===== config.mk =====
export PLATFORM = sky130hd
export DESIGN_NAME = mi4_ctrl
export DESIGN_NICKNAME = d
export VERILOG_FILES = /design/src/rtl/mi4_pkg.sv /design/src/rtl/mi4_ctrl.sv
export SDC_FILE = /design/constraint.sdc
export NUM_CORES = 1
export LEC_CHECK = 0
export BUFFER_PORTS_ARGS = -buffer_cell sky130_fd_sc_hd__buf_4
export CAP_MARGIN = 10
export CORE_ASPECT_RATIO = 2
export CORE_MARGIN = 5
export CORE_UTILIZATION = 40
export CTS_BUF_LIST = sky130_fd_sc_hd__clkbuf_16
export DETAILED_ROUTE_END_ITERATION = 12
export GPL_ROUTABILITY_DRIVEN = 0
export PLACE_DENSITY = 0.65
export SETUP_SLACK_MARGIN = 0.5
export SLEW_MARGIN = 20
export SYNTH_ARGS = -nofsm -noshare
export SYNTH_HDL_FRONTEND = slang
export SYNTH_SLANG_ARGS = --single-unit

===== constraint.sdc =====
create_clock -name clk -period 4.4 [get_ports clk]
set_input_delay 0.44 -clock clk [delete_from_list [all_inputs] [get_ports clk]]
set_output_delay 0.44 -clock clk [all_outputs]
set_load 0.02 [all_outputs]

===== src/rtl/mi4_pkg.sv =====
// Shared types and constants of the 4x4 matrix inverse core.
// Used by mi4_ctrl, mi4_dp and the top level; no dependencies.
package mi4_pkg;

  localparam int ELEM_W = 32;   // element and result width
  localparam int LIMB_W = 32;   // multiplier operand width
  localparam int P_W    = 128;  // product register, four limbs
  localparam int A_W    = 97;   // signed 3x3 minor
  localparam int D_W    = 131;  // signed determinant
  localparam int MAG_W  = 130;  // determinant magnitude
  localparam int THR_W  = 31;
  localparam int IDX_W  = 4;

  localparam logic [THR_W-1:0] THR_RESET = 31'd66;

  // datapath commands
  typedef enum logic [3:0] {
    OP_NOP,
    OP_WRITE,
    OP_CLR_DET,
    OP_CLR_ACC,
    OP_LOAD_P,
    OP_LOAD_P_ACC,
    OP_MUL_CLR,
    OP_MUL_LIMB,
    OP_MUL_DONE,
    OP_ACC,
    OP_DET_ACC,
    OP_MAG,
    OP_SING,
    OP_DIV_INIT,
    OP_DIV_STEP,
    OP_EMIT
  } dp_op_t;

  typedef struct packed {
    dp_op_t             op;
    logic [IDX_W-1:0]   addr;
    logic [1:0]         limb;
    logic               neg;
    logic [IDX_W-1:0]   idx;
    logic               last;
  } dp_cmd_t;

  typedef struct packed {
    logic singular;
  } dp_sts_t;

  typedef enum logic [4:0] {
    ST_IDLE,
    ST_CLR_DET,
    ST_MCLR,
    ST_TLOAD,
    ST_MCLRM,
    ST_MLIMB,
    ST_MDRAIN,
    ST_MDONE,
    ST_TACC,
    ST_DLOADP,
    ST_DACC,
    ST_MAG,
    ST_SING,
    ST_OUT,
    ST_DIVI,
    ST_DIVS,
    ST_EMIT
  } ctl_state_t;

endpackage


===== src/rtl/mi4_ctrl.sv =====
// Sequencer of the 4x4 matrix inverse core: loads, minors, determinant,
// division and emission. Depends on mi4_pkg.
module mi4_ctrl import mi4_pkg::*; (
  input  logic    clk,
  input  logic    rst_n,
  input  logic    start,
  output logic    busy,
  input  dp_sts_t sts,
  output dp_cmd_t cmd
);

  ctl_state_t state_r, state_nxt;
  logic [3:0] cnt_r, cnt_nxt;     // load count
  logic [1:0] c_r, c_nxt;         // determinant column
  logic [2:0] t_r, t_nxt;         // product term of a minor
  logic [1:0] f_r, f_nxt;         // factor within a term
  logic [1:0] limb_r, limb_nxt;
  logic       dmul_r, dmul_nxt;   // multiplying minor by first-row element
  logic       det_r, det_nxt;     // minors feed the determinant
  logic [3:0] k_r, k_nxt;         // output index
  logic [4:0] bit_r, bit_nxt;     // quotient bit

  logic [1:0] sr, sc, kk, row, col;
  logic       flip;
  logic [5:0] cols;

  // column picked by factor f of term t (three plus, three minus terms)
  always_comb begin
    case (t_r)
      3'd0:    cols = {2'd2, 2'd1, 2'd0};
      3'd1:    cols = {2'd0, 2'd2, 2'd1};
      3'd2:    cols = {2'd1, 2'd0, 2'd2};
      3'd3:    cols = {2'd0, 2'd1, 2'd2};
      3'd4:    cols = {2'd2, 2'd0, 2'd1};
      3'd5:    cols = {2'd1, 2'd2, 2'd0};
      default: cols = {2'd2, 2'd1, 2'd0};
    endcase
  end

  // element address inside the minor that skips row sr and column sc
  always_comb begin
    sr   = det_r ? 2'd0 : k_r[1:0];
    sc   = det_r ? c_r  : k_r[3:2];
    flip = det_r ? 1'b0 : (k_r[0] ^ k_r[2]);
    kk   = cols[{f_r, 1'b0} +: 2];
    row  = 2'(f_r + {1'b0, (f_r >= sr)});
    col  = 2'(kk + {1'b0, (kk >= sc)});
  end

  // state register
  always_ff @(posedge clk) begin
    if (!rst_n) begin
      state_r <= ST_IDLE;
      cnt_r   <= '0;
      c_r     <= '0;
      t_r     <= '0;
      f_r     <= '0;
      limb_r  <= '0;
      dmul_r  <= 1'b0;
      det_r   <= 1'b0;
      k_r     <= '0;
      bit_r   <= '0;
    end else begin
      state_r <= state_nxt;
      cnt_r   <= cnt_nxt;
      c_r     <= c_nxt;
      t_r     <= t_nxt;
      f_r     <= f_nxt;
      limb_r  <= limb_nxt;
      dmul_r  <= dmul_nxt;
      det_r   <= det_nxt;
      k_r     <= k_nxt;
      bit_r   <= bit_nxt;
    end
  end

  assign busy = (state_r != ST_IDLE);

  // next state and commands
  always_comb begin
    state_nxt = state_r;
    cnt_nxt   = cnt_r;
    c_nxt     = c_r;
    t_nxt     = t_r;
    f_nxt     = f_r;
    limb_nxt  = limb_r;
    dmul_nxt  = dmul_r;
    det_nxt   = det_r;
    k_nxt     = k_r;
    bit_nxt   = bit_r;
    cmd       = '0;
    cmd.op    = OP_NOP;
    unique case (state_r)
      ST_IDLE: begin
        if (start) begin
          cmd.op   = OP_WRITE;
          cmd.addr = cnt_r;
          cnt_nxt  = 4'(cnt_r + 4'd1);
          if (cnt_r == 4'hF) state_nxt = ST_CLR_DET;
        end
      end
      ST_CLR_DET: begin
        cmd.op    = OP_CLR_DET;
        det_nxt   = 1'b1;
        c_nxt     = '0;
        state_nxt = ST_MCLR;
      end
      ST_MCLR: begin
        cmd.op    = OP_CLR_ACC;
        t_nxt     = '0;
        f_nxt     = '0;
        state_nxt = ST_TLOAD;
      end
      ST_TLOAD: begin
        cmd.op    = OP_LOAD_P;
        cmd.addr  = {row, col};
        f_nxt     = 2'd1;
        state_nxt = ST_MCLRM;
      end
      ST_MCLRM: begin
        cmd.op    = OP_MUL_CLR;
        cmd.addr  = dmul_r ? {2'b00, c_r} : {row, col};
        limb_nxt  = '0;
        state_nxt = ST_MLIMB;
      end
      ST_MLIMB: begin
        cmd.op   = OP_MUL_LIMB;
        cmd.limb = limb_r;
        // product width grows one limb per factor
        if (dmul_r ? (limb_r == 2'd2) : (limb_r == 2'(f_r - 2'd1))) begin
          state_nxt = ST_MDRAIN;
        end else begin
          limb_nxt = 2'(limb_r + 2'd1);
        end
      end
      ST_MDRAIN: begin
        state_nxt = ST_MDONE;
      end
      ST_MDONE: begin
        cmd.op = OP_MUL_DONE;
        if (dmul_r) begin
          state_nxt = ST_DACC;
        end else if (f_r == 2'd2) begin
          state_nxt = ST_TACC;
        end else begin
          f_nxt     = 2'(f_r + 2'd1);
          state_nxt = ST_MCLRM;
        end
      end
      ST_TACC: begin
        cmd.op  = OP_ACC;
        cmd.neg = (t_r >= 3'd3) ^ flip;
        f_nxt   = '0;
        if (t_r == 3'd5) begin
          state_nxt = det_r ? ST_DLOADP : ST_DIVI;
        end else begin
          t_nxt     = 3'(t_r + 3'd1);
          state_nxt = ST_TLOAD;
        end
      end
      ST_DLOADP: begin
        cmd.op    = OP_LOAD_P_ACC;
        dmul_nxt  = 1'b1;
        state_nxt = ST_MCLRM;
      end
      ST_DACC: begin
        cmd.op   = OP_DET_ACC;
        cmd.neg  = c_r[0];
        dmul_nxt = 1'b0;
        if (c_r == 2'd3) begin
          state_nxt = ST_MAG;
        end else begin
          c_nxt     = 2'(c_r + 2'd1);
          state_nxt = ST_MCLR;
        end
      end
      ST_MAG: begin
        cmd.op    = OP_MAG;
        state_nxt = ST_SING;
      end
      ST_SING: begin
        cmd.op    = OP_SING;
        det_nxt   = 1'b0;
        k_nxt     = '0;
        state_nxt = ST_OUT;
      end
      ST_OUT: begin
        state_nxt = sts.singular ? ST_EMIT : ST_MCLR;
      end
      ST_DIVI: begin
        cmd.op    = OP_DIV_INIT;
        bit_nxt   = '0;
        state_nxt = ST_DIVS;
      end
      ST_DIVS: begin
        cmd.op = OP_DIV_STEP;
        if (bit_r == 5'd31) state_nxt = ST_EMIT;
        else bit_nxt = 5'(bit_r + 5'd1);
      end
      ST_EMIT: begin
        cmd.op   = OP_EMIT;
        cmd.idx  = k_r;
        cmd.last = (k_r == 4'hF);
        if (k_r == 4'hF) begin
          state_nxt = ST_IDLE;
        end else begin
          k_nxt     = 4'(k_r + 4'd1);
          state_nxt = ST_OUT;
        end
      end
      default: state_nxt = ST_IDLE;
    endcase
  end

endmodule


Yosys cells after proc, flatten, opt, wreduce, memory -nomap -nowiden
Cells that the tools add are included.

Flip-flop bits (word level): 29. Input bits: 4. Output and inout port bits: 17. Logic and storage cells: 124.

Reduce and logical (&&, ||, !) cells: 20. Equal/unequal tests: 39. Muxes and demuxes: 39. Add/sub/neg operators: 10. Shift operators: 1. $lt $le $gt $ge: 3. Bitwise operators: 2.

Operator list (number): $pmux 5 s16 (1); $pmux 4 s15 (1); $eq 5x4->1 const B (8); $mux 5 (8); $pmux 6 s5 (1); $mux 4 (7); $ne 2x2->1 const B (11); $eq 5x3->1 const B (4); $mux 2 (7); $reduce_bool 2->1 (7); $pmux 4 s3 (1); $reduce_and 2->1 (6); $eq 5x2->1 const B (2); $eq 5x5->1 const B (2); $pmux 5 s2 (1); $add 4x1->4 const B (2); $eq 4x4->1 const B (2); $pmux 2 s2 (2); $pmux 4 s2 (1); $add 2x1->2 const B (3); $eq 2x2->1 const B (3); $eq 3x2->1 const B (2); $eq 3x3->1 const B (2); $mux 3 (2); other kinds (21) (28).

Depth between registers and ports, before layout
Gate-level depths: netlist of the first run.

Depth after elaboration: 7. Gate-level depth with buffers: 12. Mapped depth without buffers: 12.

Least setup slack after synthesis of the first run
Ideal clock, no wire load.

Path type: register to output. Start point: register t_r[1]. End point: output port cmd[9] in the netlist's numbering. Data required time: 3.960 ns. Path slack: 1.362 ns. Data arrival time: 2.598 ns. Path buffers: 0. Stages on the path, launching flop included: 13. Cell sequence: dfxtp_1 > inv_1 > ha_1 > nor3b_1 > a21oi_1 > o211ai_1 > mux2i_1 > ha_1 > nand2b_1 > a21o_1 > ha_1 > o21a_1 > o31ai_1.

RTL lines: from (decl) (line mi4_ctrl.sv:15) `logic [2:0] t_r, t_nxt;`; from (signal assigned) (line mi4_ctrl.sv:67) `t_r <= t_nxt;`; to (decl) (line mi4_ctrl.sv:9) `output dp_cmd_t cmd`.

==> results of run 1 <==
-- metal layers --
| layer | vias to the layer above | routed length [µm] | part of all wire [%] | track usage (%) |
|---|---|---|---|---|
| li1 | 1161 | - | - | - |
| met5 | - | 0 | 0 | 0 |
| met3 | 23 | 267 | 3.8 | 2.87 |
| met1 | 1126 | 2620 | 38 | 20.1 |
| met4 | 0 | 385 | 5.5 | 13.0 |
| met2 | 72 | 3670 | 53 | 33.4 |
-- metrics by stage --
stage                     total power, mW  area [µm²]  setup WS (ps)
final                               0.678        2740            929
after global routing                0.701        2740            677
after CTS                           0.684        2740            937
after detailed placement            0.296        2570           1250
after global placement              0.296        2570           1310
after floorplan                     0.287        2460           1360
-- flip-flops by register name (all words and copies together), names as in the netlist --
| register | count |
|---|---|
| c_r | 2 |
| dmul_r | 1 |
| limb_r | 2 |
| t_r | 3 |
| f_r | 2 |
| det_r | 1 |
| state_r | 5 |
| k_r | 4 |
| bit_r | 5 |
| cnt_r | 4 |
-- placed cells by master, fill, tap and decap left out, types with 5 or more instances in the layout --
cell type and n:
dfxtp_1 29, nor2_1 28, nand2_1 22, buf_4 22
ha_1 17, o21ai_0 16, a21oi_1 15, nand3_1 12
nand2b_1 11, inv_1 10, nor3_1 8, and2_1 8
nand4_1 7, o211ai_1 6, mux2i_1 6, nor3b_1 5
xnor2_1 5, and3_1 5, xor2_1 5, clkbuf_16 5
-- path summary, 6_finish.rpt --
check                start         end  slack (ps)  cells past startpoint
setup / recovery    t_r[1]      cmd[8]         930                     12
hold / removal       rst_n  state_r[2]         470                      2
setup reg to reg    f_r[0]  state_r[0]        1970                      6
hold reg to reg   bit_r[3]    bit_r[3]         510                      2
-- cell type report --
class / instances / area share (%)
clock buffer: 5 / 4.57
tap: 63 / 2.88
clock inverter: 3 / 1.37
multi-input combinational: 251 / 62.5
inverter: 10 / 1.37
timing repair buffer: 22 / 6.04
sequential: 29 / 21.2
-- kinds of logic after synthesis --
family | count (synthesis) | synth area share, %
buffers and inverters | 34 | 6.82
flip-flops | 29 | 23.6
AND/OR/NAND/NOR | 136 | 31.0
XOR/XNOR | 10 | 3.56
multiplexers | 10 | 4.27
adder cells (fa/ha/maj) | 17 | 8.65
AO/OA/AOI/OAI | 78 | 22.1
-- where the power goes --
group	internal [mW]	total, mW	leakage [nW]	switching (mW)
registers	0.265	0.267	0.234	0.00240
clock network	0.262	0.387	0.0826	0.124
logic	0.00934	0.0236	0.735	0.0143
==> impl_metrics.env, run 1 <==
export IMPL_status="complete, no violations"
export IMPL_end_kind="primary output"
export IMPL_dieArea_um2=7910
export IMPL_grt_max_degree=31
export IMPL_port_buffers=20
export IMPL_fmax_mhz=288
export IMPL_numCtsBuffers=5
export IMPL_netlist_instances=314
export IMPL_netlist_top_cells_count="dfxtp_1, nor2_1, nand2_1"
export IMPL_postSynth_asyncResetShare_pct=0
export IMPL_cp_buffers_inverters=2
export IMPL_vias=2382
export IMPL_synth_seq_area_share_pct=23.6
export IMPL_yosysMostFrequentCell="dfxtp_1"
export IMPL_grt_pass1_vias=2359
export IMPL_cp_common_cell="ha_1"
export IMPL_fin_skew_ps=4.24
export IMPL_period_needed_ps=3470
export IMPL_cts_resized=0
export IMPL_multiInputGateArea_um2=1710
export IMPL_relSlewSlack_pct=35.0
export IMPL_avgRoutedWirePerCell_um=18.1
export IMPL_yosysTopAreaCell="dfxtp_1"
export IMPL_crit_type="reg -> out"
export IMPL_ys_ff_latch=29
export IMPL_cts_root_buf="clkbuf_16"
export IMPL_cts_sinks=29
export IMPL_placed_cells=375
export IMPL_grt_overflow=0
export IMPL_rows=40
export IMPL_grt_pass1_wl_um=11600
export IMPL_ys_types=68
export IMPL_htree_levels=2
export IMPL_final_cells=383
export IMPL_syn_to_final_growth_pct=11.2
export IMPL_critPathTopFamily="adder cells"
export IMPL_final_core_util_pct=45.5
export IMPL_setup_violations=0
export IMPL_die_x_um=65.4
export IMPL_clock_path_buffers=2
export IMPL_antenna_found_initial=0
export IMPL_start_util_pct=40.9
export IMPL_crit_fanout=6
export IMPL_cts_tree="built"
export IMPL_avgViaCountPerCell=6.22
export IMPL_slowest_delay_ps=410
export IMPL_hold_ws_ps=473
export IMPL_synth_edff_count=0
export IMPL_p_leak_nw=1.05
export IMPL_synth_top_area_share_pct=23.6
export IMPL_antenna_left=0
export IMPL_drive_gt1_share_pct=13.1
export IMPL_powerDensity_nw_per_um2=248
export IMPL_coreArea_um2=6010
export IMPL_synth_area_leaders="dfxtp_1, ha_1, nor2_1, nand2_1, o21ai_0"
export IMPL_diodes=0
export IMPL_path_cells="inv_1 > ha_1 > nor3b_1 > a21oi_1 > o211ai_1 > mux2i_1 > ha_1 > nand2b_1 > a21o_1 > ha_1 > a221o_1 > buf_4"
export IMPL_finalCritPeriodShare_pct=78.9
export IMPL_crit_path_top_delay_cell="dfxtp_1"
export IMPL_synth_area_per_cell_um2=7.83
export IMPL_io_pin_count=21
export IMPL_cp_required_ps=3960
export IMPL_irDropWorstVdd_mv=0.161
export IMPL_timing_final_max_slew_violations=0
export IMPL_grt_use_total_pct=19.0
export IMPL_clock_latency_ps=290
export IMPL_synth_nets=335
export IMPL_cts_setup_buffers=0
export IMPL_hpwl_um=5130
export IMPL_fillers=622
export IMPL_netlist_area_um2=2460
export IMPL_tightestPinTransition_ps=973
export IMPL_synthFlopType="dfxtp_1"
export IMPL_regArea_um2=581
export IMPL_drt_first_pass_iters=4
export IMPL_drc=0
export IMPL_rsz0062_at_grt="no"
export IMPL_hold_viol=0
export IMPL_drt_iter0_drc=111
export IMPL_maxCapViolCount=0
export IMPL_hold_buffers=0
export IMPL_clk_pin_slew_worst_paths_ps=50
export IMPL_finalNetCount=340
export IMPL_fin_setup_tns_ps=0
export IMPL_min_path_type="in -> reg"
export IMPL_die_h_um=121
export IMPL_cp_arrival_ps=3030
export IMPL_finalWirelength_um=6940
export IMPL_yosysWarnings=0
export IMPL_cp_start_kind="register"
Power figures use the tool's default switching activity.
==> run 2, diff against run 1 <==
--- a/config.mk
+++ b/config.mk
@@ -13,7 +13,7 @@
 export CTS_BUF_LIST = sky130_fd_sc_hd__clkbuf_16
 export DETAILED_ROUTE_END_ITERATION = 12
 export GPL_ROUTABILITY_DRIVEN = 0
-export PLACE_DENSITY = 0.65
+export PLACE_DENSITY = 0.67
 export SETUP_SLACK_MARGIN = 0.5
 export SLEW_MARGIN = 20
 export SYNTH_ARGS = -nofsm -noshare
==> constraint.sdc (replaced) <==
create_clock -name clk -period 2.98 [get_ports clk]
set_input_delay 0.298 -clock clk [delete_from_list [all_inputs] [get_ports clk]]
set_output_delay 0.298 -clock clk [all_outputs]
set_load 0.02 [all_outputs]
==> run 2 against run 1 <==
First-iteration DRC count shrank 14%. Wire length increased by 2.2%. Die area did not move. Utilization up 3.5 points. Total power is 33% higher. Clock power up 22%. Clock skew up 1.9 ps. Critical path depth is the same. Largest cell class unchanged. Largest power group unchanged. Setup slack got worse by 980 ps. The flow now finishes with violations (setup timing). Sequential share of layout area down 0.95 points. Combinational power increased by 57%.
==> impl_metrics.env, run 2 (synthesis results as in run 1) <==
export IMPL_status="complete, but fails checks"
export IMPL_violations="setup timing"
export IMPL_hpwl_um=5450
export IMPL_p_total_mw=0.903
export IMPL_finalWirelength_um=7100
export IMPL_p_sw_mw=0.198
export IMPL_reg_largest_list="bit_r x5, state_r x5"
export IMPL_antenna_left=0
export IMPL_combPwrFrac_pct=4.1
export IMPL_io_pin_count=21
export IMPL_rsz0062_at_grt="yes"
export IMPL_powerDensity_nw_per_um2=307
export IMPL_diodes=0
export IMPL_crit_type="reg -> out"
export IMPL_avgViaCountPerCell=6.14
export IMPL_vias=2425
export IMPL_clock_path_buffers=2
export IMPL_grt_pass1_vias=2425
export IMPL_maxCapViolCount=0
export IMPL_r2r_slack_ps=880
export IMPL_finalCritPeriodShare_pct=102
export IMPL_final_core_util_pct=49.0
export IMPL_hold_viol=0
export IMPL_die_h_um=121
export IMPL_setup_violations=2
export IMPL_fillers=600
export IMPL_grt_max_degree=26
export IMPL_final_common_cell="buf_4"
export IMPL_intPower_mw=0.706
export IMPL_period_needed_ps=3030
export IMPL_wl_met2_um=4010
export IMPL_cp_start_kind="register"
export IMPL_fin_skew_ps=6.12
export IMPL_clkPwrFrac_pct=52.5
export IMPL_post_place_ws_ps=145
export IMPL_mostFrequentLayoutCells="buf_4, nor2_1, nand2_1, dfxtp_1, a21oi_1"
export IMPL_die_x_um=65.4
export IMPL_drive_gt1_share_pct=23.2
export IMPL_crit_start="t_r[0]"
export IMPL_drt_iter0_drc=96
export IMPL_grt_overflow=0
export IMPL_met1_length_um=2600
export IMPL_tightestPinTransition_ps=650
export IMPL_cts_root_buf="clkbuf_16"
export IMPL_cp_required_ps=2680
export IMPL_drc=0
export IMPL_relSlewSlack_pct=56.3
export IMPL_dieArea_um2=7910
export IMPL_start_util_pct=40.9
export IMPL_port_buffers=20
export IMPL_cts_sinks=29
export IMPL_clk_pin_slew_worst_paths_ps=50
export IMPL_cp_arrival_ps=2730
export IMPL_p_leak_nw=1.12
export IMPL_numCtsBuffers=5
export IMPL_seq_power_share_pct=43.4
export IMPL_drt_first_pass_iters=4
export IMPL_rr_endpoint="state_r[0]"
export IMPL_coreArea_um2=6010
export IMPL_clock_latency_ps=270
export IMPL_avgRoutedWirePerCell_um=18.0
export IMPL_r2r_start="f_r[1]"
export IMPL_endpoint="cmd[8]"
export IMPL_final_setup_worst_slack_ps=-52.4
export IMPL_antenna_found_initial=0
export IMPL_irDropWorstVdd_mv=0.335
export IMPL_crit_fanout=6
export IMPL_rows=40
export IMPL_timing_final_max_slew_violations=0
export IMPL_grt_pass1_wl_um=11600
export IMPL_rr_worst_depth=5
export IMPL_syn_to_final_growth_pct=19.7
export IMPL_wl_met3_um=196
export IMPL_swShare_pct=21.9
export IMPL_grt_use_total_pct=18.7
export IMPL_end_kind="primary output"
export IMPL_top_layer="met4"
export IMPL_htree_levels=2
export IMPL_fin_setup_tns_ps=-100
export IMPL_hold_buffers=0
export IMPL_finalNetCount=352
export IMPL_cts_tree="built"
export IMPL_min_path_type="in -> reg"
export IMPL_fmax_mhz=330
[run 2: layout make-up]
| type | instances | area, µm² | area share [%] |
|---|---|---|---|
| multi-input combinational | 251 | 1830 | 62.0 |
| sequential | 29 | 597 | 20.3 |
| timing repair buffer | 34 | 263 | 8.92 |
| clock buffer | 5 | 125 | 4.25 |
| tap | 63 | 78.8 | 2.68 |
| inverter | 10 | 42.5 | 1.44 |
| clock inverter | 3 | 12.5 | 0.425 |
[run 2: worst min-delay path by stage]
| stage | from | endpoint | slack, ps | cells past startpoint |
|---|---|---|---|---|
| after floorplan | bit_r[3] | bit_r[3] | 470 | 2 |
| after global placement | bit_r[4] | bit_r[4] | 500 | 2 |
| after detailed placement | bit_r[3] | bit_r[3] | 510 | 2 |
| after CTS | rst_n | state_r[3] | 340 | 2 |
| after global routing | rst_n | state_r[3] | 350 | 2 |
| final | rst_n | state_r[3] | 340 | 2 |
[run 2: worst max-delay path: stages (launching register included)]
cell and delay, ps:
dfxtp_4 400, inv_4 60, ha_4 160, nor3b_2 190, a21oi_1 70, o211ai_1 220
mux2i_1 110, ha_1 280, nand2b_4 130, a21o_1 170, ha_4 210, a221o_1 320
buf_6 140
[run 2: power groups by stage]
| stage | Sequential [mW] | Clock [mW] | Combinational, mW |
|---|---|---|---|
| 2_1_floorplan | 0.400 | 0 | 0.0226 |
| 3_3_place_gp | 0.401 | 0 | 0.0355 |
| 3_5_place_dp | 0.401 | 0 | 0.0357 |
| 4_1_cts | 0.393 | 0.481 | 0.0374 |
| 5_1_grt | 0.392 | 0.500 | 0.0411 |
| 6_report | 0.392 | 0.474 | 0.0371 |
[run 2: stage by stage]
stage          cells  cell area [µm²]  hold slack (ps)
2_1_floorplan    314             2560              472
3_3_place_gp     382             2720              500
3_5_place_dp     382             2720              510
4_1_cts          393             2910              340
5_1_grt          395             2940              352
6_report         395             2940              336
[run 2: metal layers]
metal  track usage (%)  up-vias
met5                 0        -
met2              35.7       55
met4              10.3        0
met1              19.1     1172
met3              1.76       21
li1                  -     1177
[run 2: what timing repair did]
item,in CTS,in global routing
setup endpoints to repair,3,7
buffers inserted,3,2
pin swaps,2,1
gates resized for setup,7,7
==> run 3, diff against run 2 <==
--- a/config.mk
+++ b/config.mk
@@ -9,11 +9,11 @@
 export CAP_MARGIN = 10
 export CORE_ASPECT_RATIO = 2
 export CORE_MARGIN = 5
-export CORE_UTILIZATION = 40
+export CORE_UTILIZATION = 54
 export CTS_BUF_LIST = sky130_fd_sc_hd__clkbuf_16
 export DETAILED_ROUTE_END_ITERATION = 12
 export GPL_ROUTABILITY_DRIVEN = 0
-export PLACE_DENSITY = 0.67
+export PLACE_DENSITY = 0.84
 export SETUP_SLACK_MARGIN = 0.5
 export SLEW_MARGIN = 20
 export SYNTH_ARGS = -nofsm -noshare
==> run 3 against run 2 <==
The flow still finishes with violations (setup timing). Largest power group unchanged. Critical endpoint unchanged. Die area is 23% lower. Combinational power hardly changed. Clock power is 1% lower. Non-clock buffer count is 5 higher. Flip-flop and latch count stayed put. First-iteration DRC count is 140% higher.
==> impl_metrics.env, run 3 (synthesis results as in run 1) <==
export IMPL_fin_setup_tns_ps=-231
export IMPL_coreArea_um2=4380
export IMPL_final_cell_area_um2=2960
export IMPL_antenna_found_initial=0
export IMPL_final_setup_worst_slack_ps=-119
export IMPL_avgViaCountPerCell=6.64
export IMPL_irDropWorstVdd_mv=0.300
export IMPL_finalCritPeriodShare_pct=104
export IMPL_rr_worst_depth=5
export IMPL_powerDensity_nw_per_um2=302
export IMPL_p_leak_nw=1.15
export IMPL_grt_pass1_wl_um=11900
export IMPL_p_sw_mw=0.194
export IMPL_io_pin_count=21
export IMPL_swShare_pct=21.6
export IMPL_cp_arrival_ps=2800
export IMPL_cp_start_kind="register"
export IMPL_diodes=0
export IMPL_cts_tree="built"
export IMPL_hpwl_um=5200
export IMPL_setup_violations=2
export IMPL_antenna_left=0
export IMPL_clkPwrFrac_pct=52.1
export IMPL_clock_path_buffers=2
export IMPL_end_kind="primary output"
export IMPL_status="complete, but fails checks"
export IMPL_crit_fanout=4
export IMPL_clk_pin_slew_worst_paths_ps=50
export IMPL_htree_levels=2
export IMPL_maxCapViolCount=0
export IMPL_grt_max_degree=21
export IMPL_fmax_mhz=323
export IMPL_rsz0062_at_grt="yes"
export IMPL_top_layer="met4"
export IMPL_grt_pass1_vias=2620
export IMPL_violations="setup timing"
export IMPL_r2r_slack_ps=840
export IMPL_grt_use_total_pct=24.4
export IMPL_drt_iter0_drc=233
export IMPL_numCtsBuffers=5
export IMPL_wl_met3_um=488
export IMPL_syn_to_final_growth_pct=20.5
export IMPL_port_buffers=20
export IMPL_fin_skew_ps=4.58
export IMPL_finalNetCount=357
export IMPL_finalWirelength_um=7250
export IMPL_timing_final_max_slew_violations=0
export IMPL_drc=0
export IMPL_endpoint="cmd[8]"
export IMPL_crit_type="reg -> out"
export IMPL_cts_sinks=29
export IMPL_tightestPinTransition_ps=746
export IMPL_combPwrFrac_pct=4.1
export IMPL_final_common_cell="buf_4"
export IMPL_die_x_um=57.7
export IMPL_seq_power_share_pct=43.8
export IMPL_vias=2590
export IMPL_avgRoutedWirePerCell_um=18.6
export IMPL_period_needed_ps=3100
export IMPL_drive_gt1_share_pct=24.1
export IMPL_rows=34
export IMPL_hold_viol=0
export IMPL_drt_first_pass_iters=5
export IMPL_reg_largest_list="bit_r x5, state_r x5"
export IMPL_min_path_type="in -> reg"
export IMPL_intPower_mw=0.702
export IMPL_grt_overflow=0
export IMPL_relSlewSlack_pct=49.8
export IMPL_dieArea_um2=6080
export IMPL_rr_endpoint="state_r[2]"
export IMPL_mostFrequentLayoutCells="buf_4, nor2_1, dfxtp_1, nand2_1, a21oi_1"
export IMPL_r2r_start="f_r[1]"
export IMPL_wl_met2_um=3560
export IMPL_cts_root_buf="clkbuf_16"
export IMPL_crit_start="t_r[1]"
export IMPL_clock_latency_ps=280
export IMPL_cp_required_ps=2680
export IMPL_place_area_um2=2730
export IMPL_die_h_um=105
export IMPL_start_util_pct=56.1
export IMPL_met1_length_um=2620
[run 3: power groups by stage]
stage	clock network, mW	logic, mW	registers [mW]
floorplan	0	0.0226	0.400
global placement	0	0.0351	0.401
detailed placement	0	0.0357	0.401
CTS	0.471	0.0369	0.392
global route	0.489	0.0411	0.392
finish	0.467	0.0369	0.392
[run 3: layout make-up]
| type | instances | area [µm²] |
|---|---|---|
| clock buffer | 5 | 125 |
| tap | 54 | 67.6 |
| clock inverter | 2 | 7.51 |
| timing repair buffer | 39 | 300 |
| sequential | 29 | 596 |
| multi-input combinational | 251 | 1820 |
| inverter | 10 | 42.5 |
| fill | 352 | 1420 |
[run 3: repair_timing]
item,CTS,global route
setup buffers,4,3
setup endpoints to repair,4,6
gates resized for setup,7,7
cloned,0,0
pin swaps,3,5
hold buffers,0,0
[run 3: worst min path at each step]
stage	cells after the start	endpoint	startpoint	slack [ps]
after CTS	2	state_r[3]	rst_n	330
after floorplan	2	bit_r[3]	bit_r[3]	470
final	2	state_r[2]	rst_n	330
after detailed placement	2	bit_r[3]	bit_r[3]	500
after global routing	2	state_r[3]	rst_n	340
after global placement	2	k_r[3]	k_r[3]	490
[run 3: metal layers]
| metal | up-vias | track usage [%] |
|---|---|---|
| met1 | 1209 | 25.6 |
| met3 | 50 | 4.90 |
| li1 | 1196 | - |
| met2 | 135 | 40.7 |
| met5 | - | 0 |
| met4 | 0 | 19.6 |
[run 3: per-stage QoR]
| step | std cells | hold slack (ps) | setup slack [ps] | total power, mW | util [%] |
|---|---|---|---|---|---|
| after floorplan | 314 | 472 | 439 | 0.422 | - |
| after global placement | 376 | 494 | 241 | 0.436 | 62.4 |
| after detailed placement | 376 | 502 | 138 | 0.437 | 62.4 |
| after CTS | 387 | 332 | -50.0 | 0.900 | 66.7 |
| after global routing | 390 | 344 | -201 | 0.922 | 67.6 |
| final | 390 | 330 | -119 | 0.896 | 67.6 |
[run 3: worst max-delay path: stages (launching register included)]
cell,delay (ps)
dfxtp_4,370
buf_4,150
ha_4,150
ha_4,160
nor2_2,110
a221oi_2,80
or2_2,320
ha_1,300
a21o_1,200
ha_4,210
a221o_1,320
buf_6,140
